## config.mk

```make
export PLATFORM = sky130hd
export DESIGN_NAME = dda_styled_line_generator_unit
export DESIGN_NICKNAME = d
export VERILOG_FILES = /design/src/rtl/dsl_pkg.sv /design/src/rtl/dsl_front.sv /design/src/rtl/dsl_queue.sv /design/src/rtl/dsl_back.sv /design/src/rtl/dda_styled_line_generator_unit.sv
export VERILOG_INCLUDE_DIRS = /design/src /design/src/rtl
export SDC_FILE = /design/constraint.sdc
export NUM_CORES = 1
export LEC_CHECK = 0
export ABC_AREA = 0
export BUFFER_PORTS_ARGS = -buffer_cell sky130_fd_sc_hd__buf_2
export CAP_MARGIN = 10
export CORE_MARGIN = 5
export CORE_UTILIZATION = 31
export CTS_CLUSTER_DIAMETER = 100
export CTS_CLUSTER_SIZE = 24
export DETAILED_ROUTE_END_ITERATION = 7
export GPL_TIMING_DRIVEN = 0
export PLACE_DENSITY = 0.47
export SLEW_MARGIN = 20
export SYNTH_ARGS = -nofsm -noshare
export SYNTH_HDL_FRONTEND = slang
export SYNTH_HIERARCHICAL = 1
export SYNTH_SLANG_ARGS = --single-unit
export TNS_END_PERCENT = 5
```

## constraint.sdc

```tcl
create_clock -name clk -period 4.44 [get_ports clk]
set_input_delay 0.222 -clock clk [delete_from_list [all_inputs] [get_ports clk]]
set_output_delay 0.222 -clock clk [all_outputs]
set_load 0.01 [all_outputs]
```

## src/rtl/assert_macros.svh

```systemverilog
// assertion macros for the line generator
`ifndef ASSERT_MACROS_SVH
`define ASSERT_MACROS_SVH

`ifndef SYNTHESIS
`define DSL_ASSERT(label, clk, rst, prop, msg) \
  label: assert property (@(posedge clk) disable iff (rst) prop) else $error(msg);
`define DSL_NEVER(label, clk, rst, expr, msg) \
  label: assert property (@(posedge clk) disable iff (rst) !(expr)) else $error(msg);
`else
`define DSL_ASSERT(label, clk, rst, prop, msg)
`define DSL_NEVER(label, clk, rst, expr, msg)
`endif

`endif

```

## src/rtl/dsl_pkg.sv

```systemverilog
`default_nettype none
package dsl_pkg;

  localparam int unsigned COORD_BITS_DEF  = 10;
  localparam int unsigned FRAC_BITS_DEF   = 16;
  localparam int unsigned QUEUE_DEPTH_DEF = 4;
  localparam int unsigned DASH_SHIFT      = 2;

  localparam logic REQ_LOAD = 1'b0;
  localparam logic REQ_STEP = 1'b1;

  localparam logic [1:0] STYLE_SOLID = 2'd0;
  localparam logic [1:0] STYLE_THICK = 2'd1;

  typedef enum logic {
    ST_RUN,
    ST_DIV
  } back_state_t;

  typedef struct packed {
    logic full;
    logic empty;
  } queue_status_t;

endpackage
`default_nettype wire

```

## src/rtl/dsl_front.sv

```systemverilog
`default_nettype none
module dsl_front import dsl_pkg::*; #(
  parameter int unsigned COORD_BITS = COORD_BITS_DEF,
  localparam int unsigned EntryW = 5 * COORD_BITS + 5
) (
  input  wire logic                  in_valid,
  output logic                       in_stall,
  input  wire logic                  req_type,
  input  wire logic [COORD_BITS-1:0] start_x,
  input  wire logic [COORD_BITS-1:0] start_y,
  input  wire logic [COORD_BITS-1:0] end_x,
  input  wire logic [COORD_BITS-1:0] end_y,
  input  wire logic [1:0]            line_style,
  input  wire queue_status_t         q_status,
  output logic                       push,
  output logic [EntryW-1:0]          entry
);

  logic [COORD_BITS:0]   diff_x, diff_y;
  logic                  neg_x, neg_y;
  logic [COORD_BITS-1:0] abs_x, abs_y, steps;
  logic [COORD_BITS:0]   mag_x, mag_y;

  // signed deltas, magnitudes and the major-axis step count
  always_comb begin
    diff_x = {1'b0, end_x} - {1'b0, start_x};
    diff_y = {1'b0, end_y} - {1'b0, start_y};
    neg_x  = diff_x[COORD_BITS];
    neg_y  = diff_y[COORD_BITS];
    mag_x  = neg_x ? (~diff_x + 1'b1) : diff_x;
    mag_y  = neg_y ? (~diff_y + 1'b1) : diff_y;
    abs_x  = mag_x[COORD_BITS-1:0];
    abs_y  = mag_y[COORD_BITS-1:0];
    steps  = (abs_x > abs_y) ? abs_x : abs_y;
  end

  assign in_stall = q_status.full;
  assign push     = in_valid && !q_status.full;
  assign entry    = {req_type, line_style, start_x, start_y, abs_x, abs_y, neg_x, neg_y, steps};

endmodule
`default_nettype wire

```

## src/rtl/dsl_queue.sv

```systemverilog
`default_nettype none
module dsl_queue import dsl_pkg::*; #(
  parameter int unsigned WIDTH = 8,
  parameter int unsigned DEPTH = QUEUE_DEPTH_DEF,
  localparam int unsigned PtrW = $clog2(DEPTH),
  localparam int unsigned CntW = $clog2(DEPTH + 1)
) (
  input  wire logic             clk,
  input  wire logic             rst,
  input  wire logic             push,
  input  wire logic [WIDTH-1:0] wr_data,
  input  wire logic             pop,
  output logic      [WIDTH-1:0] rd_data,
  output queue_status_t         status
);

  logic [WIDTH-1:0] slots [DEPTH];
  logic [PtrW-1:0]  wr_ptr, rd_ptr;
  logic [CntW-1:0]  count;

  always_ff @(posedge clk) begin
    if (rst) begin
      wr_ptr <= '0;
      rd_ptr <= '0;
      count  <= '0;
    end else begin
      if (push) begin
        wr_ptr <= wr_ptr + 1'b1;
      end
      if (pop) begin
        rd_ptr <= rd_ptr + 1'b1;
      end
      if (push && !pop) begin
        count <= count + 1'b1;
      end else if (pop && !push) begin
        count <= count - 1'b1;
      end
    end
  end

  always_ff @(posedge clk) begin
    if (push) begin
      slots[wr_ptr] <= wr_data;
    end
  end

  assign rd_data      = slots[rd_ptr];
  assign status.full  = (count == CntW'(DEPTH));
  assign status.empty = (count == '0);

endmodule
`default_nettype wire

```

## src/rtl/dsl_back.sv

```systemverilog
`default_nettype none
`include "assert_macros.svh"
module dsl_back import dsl_pkg::*; #(
  parameter int unsigned COORD_BITS = COORD_BITS_DEF,
  parameter int unsigned FRAC_BITS  = FRAC_BITS_DEF,
  localparam int unsigned EntryW = 5 * COORD_BITS + 5,
  localparam int unsigned PosW   = COORD_BITS + FRAC_BITS,
  localparam int unsigned IncW   = FRAC_BITS + 2,
  localparam int unsigned CntW   = $clog2(FRAC_BITS + 1)
) (
  input  wire logic                  clk,
  input  wire logic                  rst,
  input  wire logic [EntryW-1:0]     entry,
  input  wire queue_status_t         q_status,
  output logic                       q_pop,
  output logic                       out_valid,
  input  wire logic                  out_stall,
  output logic [COORD_BITS-1:0]      pixel_x,
  output logic [COORD_BITS-1:0]      pixel_y,
  output logic                       visible,
  output logic                       thick,
  output logic                       last
);

  logic                  h_kind;
  logic [1:0]            h_style;
  logic [COORD_BITS-1:0] h_sx, h_sy, h_ax, h_ay, h_steps;
  logic                  h_negx, h_negy;

  assign {h_kind, h_style, h_sx, h_sy, h_ax, h_ay, h_negx, h_negy, h_steps} = entry;

  back_state_t           state, state_next;
  logic                  active;
  logic [PosW-1:0]       pos_x, pos_y;
  logic [IncW-1:0]       step_x, step_y;
  logic [COORD_BITS:0]   point_index;
  logic [COORD_BITS-1:0] step_count;
  logic [1:0]            style_reg;
  logic                  neg_x, neg_y;
  logic [COORD_BITS:0]   rem_x, rem_y;
  logic [FRAC_BITS:0]    quo_x, quo_y;
  logic [CntW-1:0]       div_cnt;

  logic                  out_free, start_load, emit, div_last, is_last;
  logic                  bit_x, bit_y;
  logic [COORD_BITS:0]   newr_x, newr_y;
  logic [FRAC_BITS:0]    quo_x_next, quo_y_next;
  logic [IncW-1:0]       mag_x, mag_y;

  assign out_free = !out_valid || !out_stall;
  assign is_last  = (point_index == {1'b0, step_count});

  // control outputs
  always_comb begin
    q_pop      = 1'b0;
    start_load = 1'b0;
    emit       = 1'b0;
    div_last   = 1'b0;
    case (state)
      ST_RUN: begin
        if (!q_status.empty) begin
          if (h_kind == REQ_LOAD) begin
            q_pop      = 1'b1;
            start_load = 1'b1;
          end else if (!active) begin
            q_pop = 1'b1;
          end else if (out_free) begin
            q_pop = 1'b1;
            emit  = 1'b1;
          end
        end
      end
      ST_DIV: begin
        div_last = (div_cnt == '0);
      end
      default: begin
      end
    endcase
  end

  always_comb begin
    state_next = state;
    case (state)
      ST_RUN: begin
        if (start_load) begin
          state_next = ST_DIV;
        end
      end
      ST_DIV: begin
        if (div_last) begin
          state_next = ST_RUN;
        end
      end
      default: begin
        state_next = ST_RUN;
      end
    endcase
  end

  // one quotient bit per cycle for each axis
  always_comb begin
    bit_x      = (step_count != '0) && (rem_x >= {1'b0, step_count});
    bit_y      = (step_count != '0) && (rem_y >= {1'b0, step_count});
    newr_x     = bit_x ? (rem_x - {1'b0, step_count}) : rem_x;
    newr_y     = bit_y ? (rem_y - {1'b0, step_count}) : rem_y;
    quo_x_next = {quo_x[FRAC_BITS-1:0], bit_x};
    quo_y_next = {quo_y[FRAC_BITS-1:0], bit_y};
    mag_x      = {1'b0, quo_x_next};
    mag_y      = {1'b0, quo_y_next};
  end

  always_ff @(posedge clk) begin
    if (rst) begin
      state     <= ST_RUN;
      active    <= 1'b0;
      out_valid <= 1'b0;
    end else begin
      state <= state_next;
      if (emit) begin
        out_valid <= 1'b1;
      end else if (!out_stall) begin
        out_valid <= 1'b0;
      end
      if (start_load) begin
        active <= 1'b1;
      end else if (emit && is_last) begin
        active <= 1'b0;
      end
    end
  end

  always_ff @(posedge clk) begin
    if (start_load) begin
      pos_x       <= {h_sx, {FRAC_BITS{1'b0}}};
      pos_y       <= {h_sy, {FRAC_BITS{1'b0}}};
      point_index <= '0;
      step_count  <= h_steps;
      style_reg   <= h_style;
      neg_x       <= h_negx;
      neg_y       <= h_negy;
      rem_x       <= {1'b0, h_ax};
      rem_y       <= {1'b0, h_ay};
      quo_x       <= '0;
      quo_y       <= '0;
      div_cnt     <= CntW'(FRAC_BITS);
    end else if (state == ST_DIV) begin
      rem_x   <= {newr_x[COORD_BITS-1:0], 1'b0};
      rem_y   <= {newr_y[COORD_BITS-1:0], 1'b0};
      quo_x   <= quo_x_next;
      quo_y   <= quo_y_next;
      div_cnt <= div_cnt - 1'b1;
      if (div_last) begin
        step_x <= neg_x ? (~mag_x + 1'b1) : mag_x;
        step_y <= neg_y ? (~mag_y + 1'b1) : mag_y;
      end
    end else if (emit && !is_last) begin
      pos_x       <= pos_x + {{(PosW - IncW){step_x[IncW-1]}}, step_x};
      pos_y       <= pos_y + {{(PosW - IncW){step_y[IncW-1]}}, step_y};
      point_index <= point_index + 1'b1;
    end
  end

  // output word
  always_ff @(posedge clk) begin
    if (emit) begin
      pixel_x <= pos_x[PosW-1:FRAC_BITS];
      pixel_y <= pos_y[PosW-1:FRAC_BITS];
      thick   <= (style_reg == STYLE_THICK);
      visible <= (style_reg == STYLE_SOLID) || (style_reg == STYLE_THICK) ||
                 !point_index[DASH_SHIFT];
      last    <= is_last;
    end
  end

  `DSL_NEVER(a_pop_empty, clk, rst, q_pop && q_status.empty, "pop from empty queue")
  `DSL_ASSERT(a_emit_active, clk, rst, emit |-> active && (state == ST_RUN), "point without line")
  `DSL_ASSERT(a_last_clears, clk, rst, emit && is_last |=> !active, "line still active after last")
  `DSL_ASSERT(a_index_bound, clk, rst, active && (state == ST_RUN) |-> point_index <= {1'b0, step_count}, "point index past step count")
  `DSL_ASSERT(a_quo_bound, clk, rst, div_last |-> quo_x_next <= {1'b1, {FRAC_BITS{1'b0}}} && quo_y_next <= {1'b1, {FRAC_BITS{1'b0}}}, "increment above one")

endmodule
`default_nettype wire

```

## src/rtl/dda_styled_line_generator_unit.sv

```systemverilog
`default_nettype none
// DDA line generator with solid, thick and dashed styles. A load word takes the two endpoints
// and a style and gives no output; each step word then gives one point, the last one marked,
// and a step word with no line in progress is dropped. Points come out at one per cycle while
// steps are queued and out_stall is low. A load holds the back end while the bit-serial
// divider forms the per-step increments; up to QUEUE_DEPTH words are taken in meanwhile.
module dda_styled_line_generator_unit import dsl_pkg::*; #(
  parameter int unsigned COORD_BITS  = COORD_BITS_DEF,
  parameter int unsigned FRAC_BITS   = FRAC_BITS_DEF,
  parameter int unsigned QUEUE_DEPTH = QUEUE_DEPTH_DEF
) (
  input  wire logic                  clk,
  input  wire logic                  rst,
  input  wire logic                  in_valid,
  output logic                       in_stall,
  input  wire logic                  req_type,
  input  wire logic [COORD_BITS-1:0] start_x,
  input  wire logic [COORD_BITS-1:0] start_y,
  input  wire logic [COORD_BITS-1:0] end_x,
  input  wire logic [COORD_BITS-1:0] end_y,
  input  wire logic [1:0]            line_style,
  output logic                       out_valid,
  input  wire logic                  out_stall,
  output logic [COORD_BITS-1:0]      pixel_x,
  output logic [COORD_BITS-1:0]      pixel_y,
  output logic                       visible,
  output logic                       thick,
  output logic                       last
);

  localparam int unsigned EntryW = 5 * COORD_BITS + 5;

  logic              push, pop;
  logic [EntryW-1:0] wr_entry, rd_entry;
  queue_status_t     q_status;

  dsl_front #(
    .COORD_BITS (COORD_BITS)
  ) u_front (
    .in_valid   (in_valid),
    .in_stall   (in_stall),
    .req_type   (req_type),
    .start_x    (start_x),
    .start_y    (start_y),
    .end_x      (end_x),
    .end_y      (end_y),
    .line_style (line_style),
    .q_status   (q_status),
    .push       (push),
    .entry      (wr_entry)
  );

  dsl_queue #(
    .WIDTH (EntryW),
    .DEPTH (QUEUE_DEPTH)
  ) u_queue (
    .clk     (clk),
    .rst     (rst),
    .push    (push),
    .wr_data (wr_entry),
    .pop     (pop),
    .rd_data (rd_entry),
    .status  (q_status)
  );

  dsl_back #(
    .COORD_BITS (COORD_BITS),
    .FRAC_BITS  (FRAC_BITS)
  ) u_back (
    .clk       (clk),
    .rst       (rst),
    .entry     (rd_entry),
    .q_status  (q_status),
    .q_pop     (pop),
    .out_valid (out_valid),
    .out_stall (out_stall),
    .pixel_x   (pixel_x),
    .pixel_y   (pixel_y),
    .visible   (visible),
    .thick     (thick),
    .last      (last)
  );

endmodule
`default_nettype wire

```

# After elaboration in Yosys (flattened, before gate mapping)

Memory sizes are Yosys's and may differ from the RTL's. A register that Yosys moved wholly into a read port is not among the register bits.
Cells that the tools add are included.

$add $sub $neg: 16
Bitwise logic cells: 6
Shift-type cells: 0
Multiply operators: 0
Mux-type cells: 43
Equality and inequality tests: 5
Div/mod/pow operators: 0
Reductions and logical operators: 28
$lt $le $gt $ge: 3

Operators by type and width:

| cell                    | number |
|---|---|
| $mux W26                | 6 |
| $mux W10                | 9 |
| $add A26 B26 Y26        | 2 |
| $add A18 B1 Y18 const B | 2 |
| $not A17 Y18            | 2 |
| $mux W17                | 2 |
| $ge A11 B10 Y1          | 2 |
| $sub A10 B10 Y11        | 2 |
| $mux W1                 | 21 |
| $add A10 B1 Y10 const B | 2 |
| $not A10 Y10            | 2 |
| $sub A10 B10 Y10        | 2 |
| $add A11 B1 Y11 const B | 1 |
| $eq A11 B10 Y1          | 1 |
| $gt A10 B10 Y1          | 1 |
| $reduce_bool A10 Y1     | 1 |
| $reduce_bool A2 Y1      | 4 |
| $logic_and A1 B1 Y1     | 7 |
| $logic_not A1 Y1        | 7 |
| $mux W3                 | 2 |
| $logic_not A5 Y1        | 1 |
| $sub A5 B1 Y5 const B   | 1 |
| $add A2 B1 Y2 const B   | 2 |
| $mux W2                 | 2 |
| other kinds (13)        | 17 |

Memory bits (writable): 220
Bits in latches: 0
Word-level logic and storage cells: 133
Bits in read-only memories: 0
Bits of input ports: 47
Memories kept: 1
Bits in registers: 205

Memories:

| memory        | depth | width | rd ports | clocked after Yosys merged registers in | wr ports | RTL line        | text |
|---|---|---|---|---|---|---|---|
| u_queue.slots | 4     | 55    | 1        | 1                                       | 1        | dsl_queue.sv:17 | `logic [WIDTH-1:0] slots [DEPTH];` |

# Depth between registers and ports, before layout

Gate-level depths: netlist of the first run.

Word-level depth: 11
Depth in mapped cells: 22

# Hierarchy

Netlist of the first run, hierarchy kept.

By module, submodules not included:

| module    | area an instance (µm²) | cells each | times used |
|---|---|---|---|
| dsl_back  | 11167.0                | 1124       | 1 |
| dsl_queue | 8434.3                 | 331        | 1 |
| dsl_front | 1909.3                 | 265        | 1 |

# Least setup slack after synthesis of the first run

No wires, ideal clock.

Path type: input to register
From: input port end_x[0]
To: memory u_queue/slots[0][3] (netlist name) (data pin)
Cell stages on the path: 21
Buffers on the path: 1
Path slack: 0.198 ns
Data required time: 4.257 ns
Arrival time: 4.059 ns
Cells stage by stage: inv_1 > ha_1 > inv_1 > fa_1 > a21oi_1 > o2111ai_1 > and4_1 > o21a_1 > or2_1 > inv_2 > and2_2 > xnor2_1 > inv_1 > ha_1 > a21o_1 > a21o_1 > a21oi_1 > o211ai_1 > nand2_1 > buf_1 > mux2i_1

RTL lines:

| element            | RTL line                             | text |
|---|---|---|
| start: declaration | dda_styled_line_generator_unit.sv:19 | `input wire logic [COORD_BITS-1:0] end_x,` |
| $sub A10 B10 Y11 * | dsl_front.sv:26                      | `diff_x = {1'b0, end_x} - {1'b0, start_x};` |
| net wr_entry[11]   | dda_styled_line_generator_unit.sv:34 | `logic [EntryW-1:0] wr_entry, rd_entry;` |
| $mux W10 *         | dsl_front.sv:30                      | `mag_x = neg_x ? (~diff_x + 1'b1) : diff_x;` |
| net wr_entry[25]   | dda_styled_line_generator_unit.sv:34 |  |
| $gt A10 B10 Y1     | dsl_front.sv:34                      | `steps = (abs_x > abs_y) ? abs_x : abs_y;` |
| $mux W10 *         | dsl_front.sv:34                      |  |
| net wr_entry[3]    | dda_styled_line_generator_unit.sv:34 |  |
| end: declaration   | dsl_queue.sv:17                      |  |

The timed path passes the listed nets; every way through them passes the cells marked *.

# Worst setup path after layout of the first run

From: register u_back.step_count[4]
To: register u_back.step_y[14] (data pin)

Word-level cells in the longest chain between the ends: 5

Ends and longest elaborated chain:

| element                                                      | RTL line        | text |
|---|---|---|
| start: declaration                                           | dsl_back.sv:37  | `logic [COORD_BITS-1:0] step_count;` |
| start signal: assignment                                     | dsl_back.sv:137 | `step_count <= h_steps;` |
| $ge A11 B10 Y1 / $reduce_bool A10 Y1 (equally long branches) | dsl_back.sv:103 | `bit_y = (step_count != '0) && (rem_y >= {1'b0, step_count});` |
| $logic_and A1 B1 Y1 *                                        | dsl_back.sv:103 |  |
| $not A17 Y18 *                                               | dsl_back.sv:154 | `step_y <= neg_y ? (~mag_y + 1'b1) : mag_y;` |
| $add A18 B1 Y18 *                                            | dsl_back.sv:154 |  |
| $mux W17 *                                                   | dsl_back.sv:154 |  |
| end signal: assignment                                       | dsl_back.sv:154 |  |
| end: declaration                                             | dsl_back.sv:35  | `logic [IncW-1:0] step_x, step_y;` |

Every way passes the cells marked *; elsewhere a longest branch is shown, timed or not.
A chain may end at the register's enable or synchronous reset.

==> metrics.txt, run 1 <==
status=finished, final reports clean; async set or reset register ratio after synthesis=0; Worst Tran Pin Value=1.126 ns; Via density=4.958; max frequency=236.3 MHz; die area=74760 um2; Comb pwr share=0.461; top flop regs=u_queue/slots (220), u_back/pos_x (26), u_back/pos_y (26); Die H=273.4 um; Leak=8.801 nW; Post-CTS Setup Inserts=0; Distinct cells, synth=84; Crit. End Element=flip-flop; P_int=9.310 mW; Reg2Reg Depth=15; worst hold start=start_x[8]; Clk network pwr share=0.149; slowest stage delay, CP=0.45 ns; vias in the first global route=14110; layout cells sized above 1=0.1406; footprint of the multi-input gates=8856 um2; Max Cap Viol=0; period utilization=0.9531; placed inst area=23160 um2; reg2reg start=u_back/step_count[4]$_DFFE_PP_; crit-path max FO=10; Critical Path Source Type=flip-flop; Syn Area/Cell=12.51 um2; worst vdd ir=0.2734 mV; Final setup viols=0; H-Tree Depth=1; max FFs per register=220; headroom to the max-slew limit=0.2495; wire length of the first global-routing pass=82.74 mm; post-synthesis sequential area ratio=0.5523; Seq. cell area=11880 um2; nets=2005; post-synthesis cell count=1720; Seq cells post-synth=427; switching fraction of total power=0.3900; Hold WC Path Type=input pin to flip-flop; CTS tree=yes; antenna cells=0; Arr. time, crit path=4.55 ns; post-route ant nets=0; CP Class=flip-flop to flip-flop; CTS Root Buffer Type=clkbuf_16; Flop pwr share=0.389; Worst-Skew Late Latency=0.57 ns; routed len/inst=19.07 um; Pwr Density=631.7 nW/um2; Total GRT Usage=0.1398; Total Routed Length=53.16 mm; synthesized cell area=21510 um2; Crit-path slowest cell=or3_2; Critical Path RT=4.75 ns; CTS clk-pin slew, worst paths=0.10 ns; Net Sw Power=5.954 mW; IO Pins=72; cell count of the worst hold path=2; reg2reg end=u_back/step_y[14]$_DFFE_PP_; CTS Buf Count=22; Starting Density=0.3131; Main synth FF type=edfxtp_1; DP HPWL=39.04 mm; Yosys warnings=6; PortBufs=68; Final min period=4.232 ns; area grow syn2layout=12.33%; number of synthesized flops with an enable pin=333; total negative slack=0 ns; die width=273.4 um; Finished Cell Area=24160 um2; Vias=13820; Initial DRC Count=950; Longest Clk Path Bufs=3; largest net degree at the start of global routing=43; DR DRC count=0; routability cong.=0.8547; initial antenna violation count=3; Worst Hold Path EP=u_queue/slots[0][50]$_DFFE_PP_; Post-Route Skew=0.01900 ns; Top reg by flops=u_queue/slots; Final Power=15.26 mW; Site Rows=96; max-slew violation count=0; R2R setup slack=0.21 ns; Hold Vio Cnt, Final=0; fill count=6846; Sink Count=427; Syn Nets=1885; most used cell, CP=ha_1; total gr overflow=0; DR pass1 iterations=5; Core Region=68710 um2; Critical Path, Cell by Cell=inv_1 > ha_1 > a211oi_1 > nor2_1 > o31a_1 > o21ai_2 > buf_2 > clkbuf_4 > ha_1 > nand2b_1 > or3_1 > or3_2 > o31ai_2 > nand2_1 > xor2_1
==> synth_stat cells (25+ instances only) <==
| cell type | number | share of area |
|---|---|---|
| edfxtp_1 | 333 | 0.46 |
| nand2_1 | 116 | 0.020 |
| ha_1 | 111 | 0.065 |
| o21ai_0 | 103 | 0.024 |
| dfxtp_1 | 94 | 0.087 |
| nor2_1 | 94 | 0.016 |
| inv_1 | 85 | 0.015 |
| a21oi_1 | 80 | 0.019 |
| xnor2_1 | 77 | 0.031 |
| xor2_1 | 55 | 0.022 |
| nand3_1 | 51 | 0.012 |
| mux4_2 | 50 | 0.052 |
| clkbuf_1 | 35 | 0.0061 |
| a21o_1 | 30 | 0.010 |
| nand4_1 | 27 | 0.0079 |
| a22o_1 | 26 | 0.011 |
| buf_4 | 26 | 0.0091 |
| nor3_1 | 25 | 0.0058 |
==> how the worst max path moves through the flow <==
| stage | slack (ns) | cells after the start | start | endpoint |
|---|---|---|---|---|
| floorplan | 0.20 | 21 | end_x[0] | u_queue/slots[0][3]$_DFFE_PP_ |
| global placement | -0.71 | 23 | end_x[0] | u_queue/slots[0][0]$_DFFE_PP_ |
| detailed placement | -0.77 | 23 | end_x[0] | u_queue/slots[3][0]$_DFFE_PP_ |
| CTS | -0.009 | 15 | u_back/step_count[3]$_DFFE_PP_ | u_back/step_y[14]$_DFFE_PP_ |
| global route | -0.02 | 20 | end_x[0] | u_queue/slots[3][7]$_DFFE_PP_ |
| finish | 0.21 | 15 | u_back/step_count[4]$_DFFE_PP_ | u_back/step_y[14]$_DFFE_PP_ |
==> layout by cell type (no fill, tap or decap), types with 47 or more instances in the layout <==
master / count
a21oi_1: 77
buf_2: 83
clkbuf_1: 47
dfxtp_1: 94
edfxtp_1: 333
ha_1: 111
inv_1: 85
mux4_2: 50
nand2_1: 115
nand3_1: 51
nor2_1: 93
o21ai_0: 102
xnor2_1: 76
xor2_1: 54
==> cells by family (layout without fill, tap and decap cells) <==
kind of cell / Yosys count / in the layout / synth area share
compound gates: 376 / 376 / 0.1180
xor+xnor: 132 / 132 / 0.05375
fa+ha+maj: 118 / 118 / 0.07108
buf+inv: 177 / 313 / 0.04142
flops: 427 / 427 / 0.5523
mux: 71 / 71 / 0.06596
simple gates: 419 / 419 / 0.09743
==> metal layers <==
metal  vias up  wire length (um)  GRT usage
met5         -                 7          0
li1       6699                 -          -
met3        47              1791    0.01490
met4         2               957    0.02536
met1      6855             25560     0.2002
met2       216             24840     0.2331
==> critical path, delay by kind of cell, from the launching register on <==
| kind | cells | cell delay, ns |
|---|---|---|
| flops | 1 | 0.43 |
| compound gates | 4 | 1.07 |
| xor+xnor | 1 | 0.16 |
| fa+ha+maj | 2 | 0.59 |
| buf+inv | 3 | 0.65 |
| simple gates | 5 | 1.09 |
==> power by group through the flow <==
stage	Sequential [mW]	Combinational (mW)	Clock, mW
2_1_floorplan	5.92	4.98	0
3_3_place_gp	6.05	6.79	0
3_5_place_dp	6.05	6.92	0
4_1_cts	5.95	6.98	2.38
5_1_grt	6.02	7.84	2.52
6_report	5.94	7.04	2.28
==> area by class of cell <==
cell class / count / share of cell area
plain buffers: 91 / 0.02418
well taps: 931 / 0.04821
repair buffers: 96 / 0.02900
clock inverters: 5 / 0.002123
clock buffers: 35 / 0.02480
flip-flops and latches: 427 / 0.4917
multi-input cells: 1116 / 0.3665
inverters: 86 / 0.01346
==> repair_timing <==
| item | 4_1_cts | 5_1_grt |
|---|---|---|
| hold buffers | 23 | 0 |
| pin swaps | 0 | 0 |
| gates resized for setup | 5 | 26 |
| setup endpoints to repair | 57 | 58 |
| hold endpoints to repair | 85 | 0 |
==> per-stage QoR <==
stage	util	hold WS, ns	instances	setup WS, ns
detailed placement	0.3372	0.4291	2724	-0.7741
floorplan	-	0.2911	1720	0.1981
finish	0.3517	0.02434	2787	0.2084
global route	0.3517	0.01096	2787	-0.02206
global placement	0.3350	0.4233	2719	-0.7124
CTS	0.3501	0.002250	2787	-0.008812
(Power assumes the default switching activity.)
==> inputs of run 2 (changes only) <==
- ABC_AREA: 0 -> 1
==> metrics.txt, run 2 <==
status=finished, final reports clean; max frequency=247.2 MHz (+4.6%); Site Rows=99 (+3.1%); Critical Path, Cell by Cell=dlygate4sd3_1 > buf_2 > fa_1 > ha_1 > inv_1 > nor2_1 > nand3_1 > nand3b_1 > nand2_1 > xor2_2 > inv_1 > ha_1 > a21oi_1 > nor2_1 > a211oi_1 > nand3_1 > nand2_1 > clkbuf_1 > nand2_1 > o21ai_1; RSZ-0062 raised after global routing=false; Post-Layout Cell Count=3652 (+31%); Longest Clk Path Bufs=3 (unchanged); Final min period=4.046 ns (-0.1855 ns); headroom to the max-slew limit=0.4118 (+0.1623); Comb pwr share=0.502 (+0.041); most instantiated cells after synthesis=540 x nand2_1, 333 x edfxtp_1, 286 x inv_1; worst hold start=start_y[9]; PortBufs=68 (unchanged); die area=79430 um2 (+6.3%); Yosys warnings=6 (unchanged); CTS Root Buffer Type=clkbuf_16; max-slew violation count=0 (unchanged); wire length of the first global-routing pass=99.68 mm (+20%); post-synthesis cell count=2551 (+48%); Worst Hold Path EP=u_queue/slots[2][41]$_DFFE_PP_; Total Routed Length=64.38 mm (+21%); Util after Layout=0.3508 (-0.0009280); H-Tree Depth=1 (unchanged); Net Sw Power=7.482 mW (+26%); Total GRT Usage=0.1592 (+0.01943); Final setup viols=0 (unchanged); leading area contributor after synthesis=edfxtp_1; Critical Path RT=4.77 ns (+0.02 ns); placed cells=3585 (+32%); synth top area cells=edfxtp_1 44%, nand2_1 8.8%, dfxtp_1 8.2%, ha_1 6.1%, inv_1 4.7%; Hold Vio Cnt, Final=0 (unchanged); Via density=4.833 (-2.5%); Reg2Reg Depth=15 (unchanged); routability cong.=0.8695 (+1.7%); CTS tree=yes; most used cell, CP=nand2_1; R2R setup slack=0.89 ns (+0.68 ns); Critical Path Source Type=input pin; Flop pwr share=0.360 (-0.029); Die H=281.8 um (+3.1%); Top reg by flops=u_queue/slots; total gr overflow=0 (unchanged); reg2reg start=u_back/step_count[1]$_DFFE_PP_; Sink Count=427 (unchanged); CP Class=input pin to flip-flop; reg2reg end=u_back/step_y[16]$_DFFE_PP_; Seq cells post-synth=427 (unchanged); layout cells sized above 1=0.08392 (-0.05670); async set or reset register ratio after synthesis=0 (unchanged); largest delay contributor family on the critical path=buffers and inverters; area grow syn2layout=11.90%; Leak=10.88 nW (+24%); placed inst area=24660 um2 (+6.4%); Hold WC Path Type=input pin to flip-flop; top-count cell post-synth=nand2_1; CTS clk-pin slew, worst paths=0.09 ns (about the same); vias in the first global route=17250 (+22%); cell count of the worst hold path=2 (unchanged); largest net degree at the start of global routing=40 (-7.0%); Crit-path slowest cell=fa_1; Starting Density=0.3135 (+0.0003739); CTS Buf Count=23 (+4.5%); routed len/inst=17.63 um (-7.6%); synthesized cell area=22910 um2 (+6.5%); Initial DRC Count=1334 (+40%); slowest stage delay, CP=0.59 ns (+0.14 ns); DP HPWL=49.04 mm (+26%); Worst-Skew Late Latency=0.58 ns (about the same); switching fraction of total power=0.4417 (+0.05168); Clk network pwr share=0.138 (-0.011); IO Pins=72 (unchanged); commonest non-fill, non-tap cells in the layout=539 x nand2_1, 333 x edfxtp_1, 282 x inv_1; Finished Cell Area=25630 um2 (+6.1%); Pwr Density=660.7 nW/um2 (+4.6%); Worst Tran Pin Value=0.8755 ns (-0.2502 ns); final worst slack=0.3939 ns (+0.1855 ns); Vias=17650 (+28%); post-synthesis sequential area ratio=0.5187 (-0.03370); total negative slack=0 ns (unchanged); Syn Area/Cell=8.980 um2 (-28%); die width=281.8 um (+3.1%); Final Power=16.94 mW (+11%); Post-Route Skew=0.03425 ns (+0.01525 ns); hold slack final=0.04241 ns (+0.01808 ns); Distinct cells, synth=50 (-40%); initial antenna violation count=0 (-3); Arr. time, crit path=4.37 ns (-0.18 ns); CP bufs+invs=5 (+2); top-area cell type share of the netlist area=0.4365 (-0.02836); period utilization=0.9113 (-0.04177); Core Region=73080 um2 (+6.4%); Max Cap Viol=0 (unchanged); antenna cells=0 (unchanged); top flop regs=u_queue/slots (220), u_back/pos_x (26), u_back/pos_y (26); Syn Nets=2716 (+44%); DR DRC count=0 (unchanged); Setup WS pre-CTS=-0.2018 ns (+0.5723 ns); worst vdd ir=0.3303 mV (+21%); nets=2841 (+42%); Main synth FF type=edfxtp_1; post-route ant nets=0 (unchanged); most common cell after layout, fill and taps aside=nand2_1; number of synthesized flops with an enable pin=333 (unchanged); Crit. End Element=flip-flop; max FFs per register=220 (unchanged); crit-path max FO=10 (unchanged); P_int=9.456 mW (+1.6%); DR pass1 iterations=5 (unchanged)
run 2: changes by cell type after synthesis, sizes merged, moves of 51 or more:
| cell | previous run | this run |
|---|---|---|
| o22ai | 7 | 58 |
| nor2 | 94 | 260 |
| mux4 | 55 | 0 |
| nand3 | 52 | 182 |
| o21ai | 103 | 228 |
| inv | 86 | 294 |
| nand2 | 116 | 543 |
run 2: cells by family (layout without fill, tap and decap cells):
| logic type | Yosys count | after routing | synth area share |
|---|---|---|---|
| buf+inv | 393 | 535 | 0.07565 |
| fa+ha+maj | 118 | 118 | 0.06674 |
| simple gates | 1087 | 1087 | 0.1997 |
| compound gates | 450 | 450 | 0.1096 |
| xor+xnor | 76 | 76 | 0.02971 |
| flops | 427 | 427 | 0.5187 |
run 2: final cells by class:
type	instances	area (um2)
inverter	294	1116
buffer	99	628.1
timing repair buffer	100	763.2
clock buffer	35	624.3
sequential	427	11880
fill	7442	47450
tap	959	1200
clock inverter	7	76.32
multi-input combinational	1731	9345
run 2: per-layer routing:
layer  up-vias  routed length (um)  track usage  part of all wire
li1       8900                   -            -                 -
met1      8415               29020       0.2135              0.45
met2       286               32360       0.2823              0.50
met3        48                2048      0.01540             0.032
met4         0                 954      0.03176             0.015
met5         -                   0            0                 0
run 2: power groups by stage:
stage          combinational [mW]  clock (mW)  sequential, mW
4_1_cts                      8.55        2.44            6.12
3_3_place_gp                 8.30           0            6.23
3_5_place_dp                 8.50           0            6.20
2_1_floorplan                5.88           0            6.06
6_report                     8.50        2.33            6.10
5_1_grt                      9.65        2.59            6.19
run 2: worst max-delay path by stage:
stage	depth (start not counted)	slack (ns)	start	to
floorplan	11	0.98	flip-flop	u_back/quo_x[13]$_SDFFE_PP0P_
global placement	10	-1.10	flip-flop	u_back/quo_x[7]$_SDFFE_PP0P_
detailed placement	22	-0.20	end_x[0]	u_queue/slots[3][3]$_DFFE_PP_
CTS	21	0.05	start_y[1]	u_queue/slots[0][0]$_DFFE_PP_
global route	24	0.05	start_y[1]	u_queue/slots[0][0]$_DFFE_PP_
finish	20	0.39	start_y[1]	u_queue/slots[0][0]$_DFFE_PP_
run 2: worst reg2reg max path: stages, from the launching register on:
cell and delay [ns]:
edfxtp_1 0.56, inv_1 0.21, ha_1 0.37, nand3_1 0.12, nand3_1 0.13, nand2_1 0.11
nand4_1 0.10, nand2_1 0.25, buf_4 0.28, ha_1 0.23, nand3_1 0.12, nor3_1 0.29
nand3_1 0.13, nand2_1 0.14, o21ai_0 0.12, xor2_1 0.17
run 2: repair_timing:
item | CTS | global route
buffers inserted | 0 | 2
hold endpoints to repair | 88 | 0
hold buffers | 23 | 0
setup endpoints to repair | 0 | 24
resized for setup | 0 | 7
==> inputs of run 3 (changes only) <==
- BUFFER_PORTS_ARGS: -buffer_cell sky130_fd_sc_hd__buf_2 -> default
- DONT_BUFFER_PORTS: default -> 1
- PLACE_DENSITY: 0.47 -> 0.46
==> metrics.txt, run 3 (synthesis gave the netlist of run 2 again) <==
status=finished, final reports clean; fill count=7448 (+0.081%); Worst Tran Pin Value=0.8825 ns (+0.006977 ns); CTS clk-pin slew, worst paths=0.10 ns (about the same); Flop pwr share=0.361 (about the same); wire length of the first global-routing pass=100.2 mm (+0.53%); Final setup viols=0 (unchanged); Vias=17470 (-1.0%); commonest non-fill, non-tap cells in the layout=539 x nand2_1, 333 x edfxtp_1, 282 x inv_1; post_cts resized=0 (unchanged); Comb pwr share=0.493 (-0.009); Leak=10.64 nW (-2.2%); layout cells sized above 1=0.05976 (-0.02416); DR DRC count=0 (unchanged); CTS tree=yes; die width=281.8 um (unchanged); max frequency=256.6 MHz (+3.8%); die area=79430 um2 (unchanged); Final Power=17.01 mW (+0.40%); slowest stage delay, CP=0.65 ns (+0.06 ns); Final min period=3.897 ns (-0.1494 ns); routability cong.=0.8780 (+0.98%); Hold WC Path Type=input pin to flip-flop; Critical Path, Cell by Cell=inv_1 > ha_1 > inv_1 > fa_1 > nand2_1 > nand2_2 > nand3_1 > nand2_1 > a21oi_4 > inv_2 > nor2_1 > xor2_1 > ha_1 > a21oi_1 > o21ai_0 > nand2_1 > nand3_1 > nand2_1 > clkbuf_1 > o21ai_0; RSZ-0062 raised after global routing=false; Post-Layout Cell Count=3586 (-1.8%); Crit. End Element=flip-flop; vias in the first global route=17080 (-0.99%); Total GRT Usage=0.1602 (+0.0009323); headroom to the max-slew limit=0.4071 (-0.004687); most used cell, CP=nand2_1; area grow syn2layout=10.60%; Critical Path Source Type=input pin; Initial DRC Count=1088 (-18%); DP HPWL=49.19 mm (+0.30%); crit-path max FO=13 (+3); largest net degree at the start of global routing=43 (+7.5%); Net Sw Power=7.475 mW (about the same); CP Class=input pin to flip-flop; CTS Buf Count=24 (+4.3%); PortBufs=0 (-100%); placed cells=3517 (-1.9%); IO Pins=72 (unchanged); Clk network pwr share=0.146 (+0.008); most common cell after layout, fill and taps aside=nand2_1; top flop regs=u_queue/slots (220), u_back/pos_x (26), u_back/pos_y (26); Post-Route Skew=0.02093 ns (-0.01332 ns); Top reg by flops=u_queue/slots; final worst slack=0.5433 ns (+0.1494 ns); Arr. time, crit path=4.16 ns (-0.21 ns); placed inst area=24310 um2 (-1.4%); Critical Path RT=4.71 ns (-0.06 ns); P_int=9.531 mW (+0.79%); Via density=4.872 (+0.81%); CTS Root Buffer Type=clkbuf_16; Sink Count=427 (unchanged); max FFs per register=220 (unchanged); max-slew violation count=0 (unchanged); Site Rows=99 (unchanged); initial antenna violation count=1 (+1); period utilization=0.8776 (-0.03364); total gr overflow=0 (unchanged); switching fraction of total power=0.4396 (-0.002156); Finished Cell Area=25340 um2 (-1.2%); routed len/inst=18.08 um (+2.5%); Starting Density=0.3135 (unchanged); Longest Clk Path Bufs=3 (unchanged); Core Region=73080 um2 (unchanged); Max Cap Viol=0 (unchanged); Crit-path slowest cell=xor2_1; DR pass1 iterations=7 (+2); worst vdd ir=0.2597 mV (-21%); post-route ant nets=0 (unchanged); Hold Vio Cnt, Final=0 (unchanged); Total Routed Length=64.82 mm (+0.68%); Setup WS pre-CTS=-0.1620 ns (+0.03978 ns); antenna cells=0 (unchanged); Die H=281.8 um (unchanged); Pwr Density=671.2 nW/um2 (+1.6%); nets=2775 (-2.3%); Worst-Skew Late Latency=0.57 ns (about the same); H-Tree Depth=1 (unchanged)
run 3: power groups by stage:
stage	Combinational [mW]	Sequential [mW]	Clock, mW
floorplan	5.88	6.06	0
global placement	8.23	6.26	0
detailed placement	8.41	6.24	0
CTS	8.48	6.14	2.58
global route	9.49	6.22	2.73
finish	8.39	6.13	2.49
run 3: repair_timing:
action	CTS	global route
endpoints found under the hold margin	104	0
setup buffers	0	0
hold buffers	26	0
run 3: metal layers:
metal / track usage / routed length (um) / vias up
li1: - / - / 8772
met4: 0.03038 / 1224 / 0
met2: 0.2867 / 32130 / 263
met5: 0 / 0 / -
met3: 0.01524 / 1803 / 54
met1: 0.2132 / 29660 / 8381
run 3: worst paths after layout:
| kind | slack (ns) | cells past startpoint | startpoint | to |
|---|---|---|---|---|
| worst max register to register | 0.93 | 15 | u_back/step_count[1]$_DFFE_PP_ | u_back/step_y[16]$_DFFE_PP_ |
| worst min register to register | 0.45 | 1 | u_queue/rd_ptr[1]$_SDFFE_PP0P_ | u_queue/rd_ptr[1]$_SDFFE_PP0P_ |
| worst min-delay path | 0.08 | 4 | out_stall | flip-flop |
| worst max-delay path | 0.54 | 20 | end_x[0] | u_queue/slots[2][0]$_DFFE_PP_ |
run 3: area by class of cell:
type / count / area (um2) / share of cell area
timing repair buffer: 33 / 430.4 / 0.01699
tap: 959 / 1200 / 0.04736
buffer: 99 / 628.1 / 0.02479
multi-input combinational: 1731 / 9315 / 0.3677
inverter: 294 / 1116 / 0.04405
clock buffer: 32 / 651.9 / 0.02573
clock inverter: 11 / 113.9 / 0.004494
sequential: 427 / 11880 / 0.4689
run 3: stage by stage:
stage                     hold WS [ns]  setup TNS [ns]  utilization
after floorplan                 0.2911               0            -
after global placement          0.2964          -46.52       0.3299
after CTS                      0.06926               0       0.3467
after detailed placement        0.2993          -1.127       0.3326
after global routing            0.1049               0       0.3467
final                          0.08136               0       0.3467
run 3: worst max-delay path: cells and delay by family:
kind	cells	cell delay [ns]
and+or+nand+nor	8	0.74
adders and majority gates	3	0.85
xor gates and xnor gates	1	0.65
AOI/OAI and AO/OA	4	1.25
buffers and inverters	4	0.43
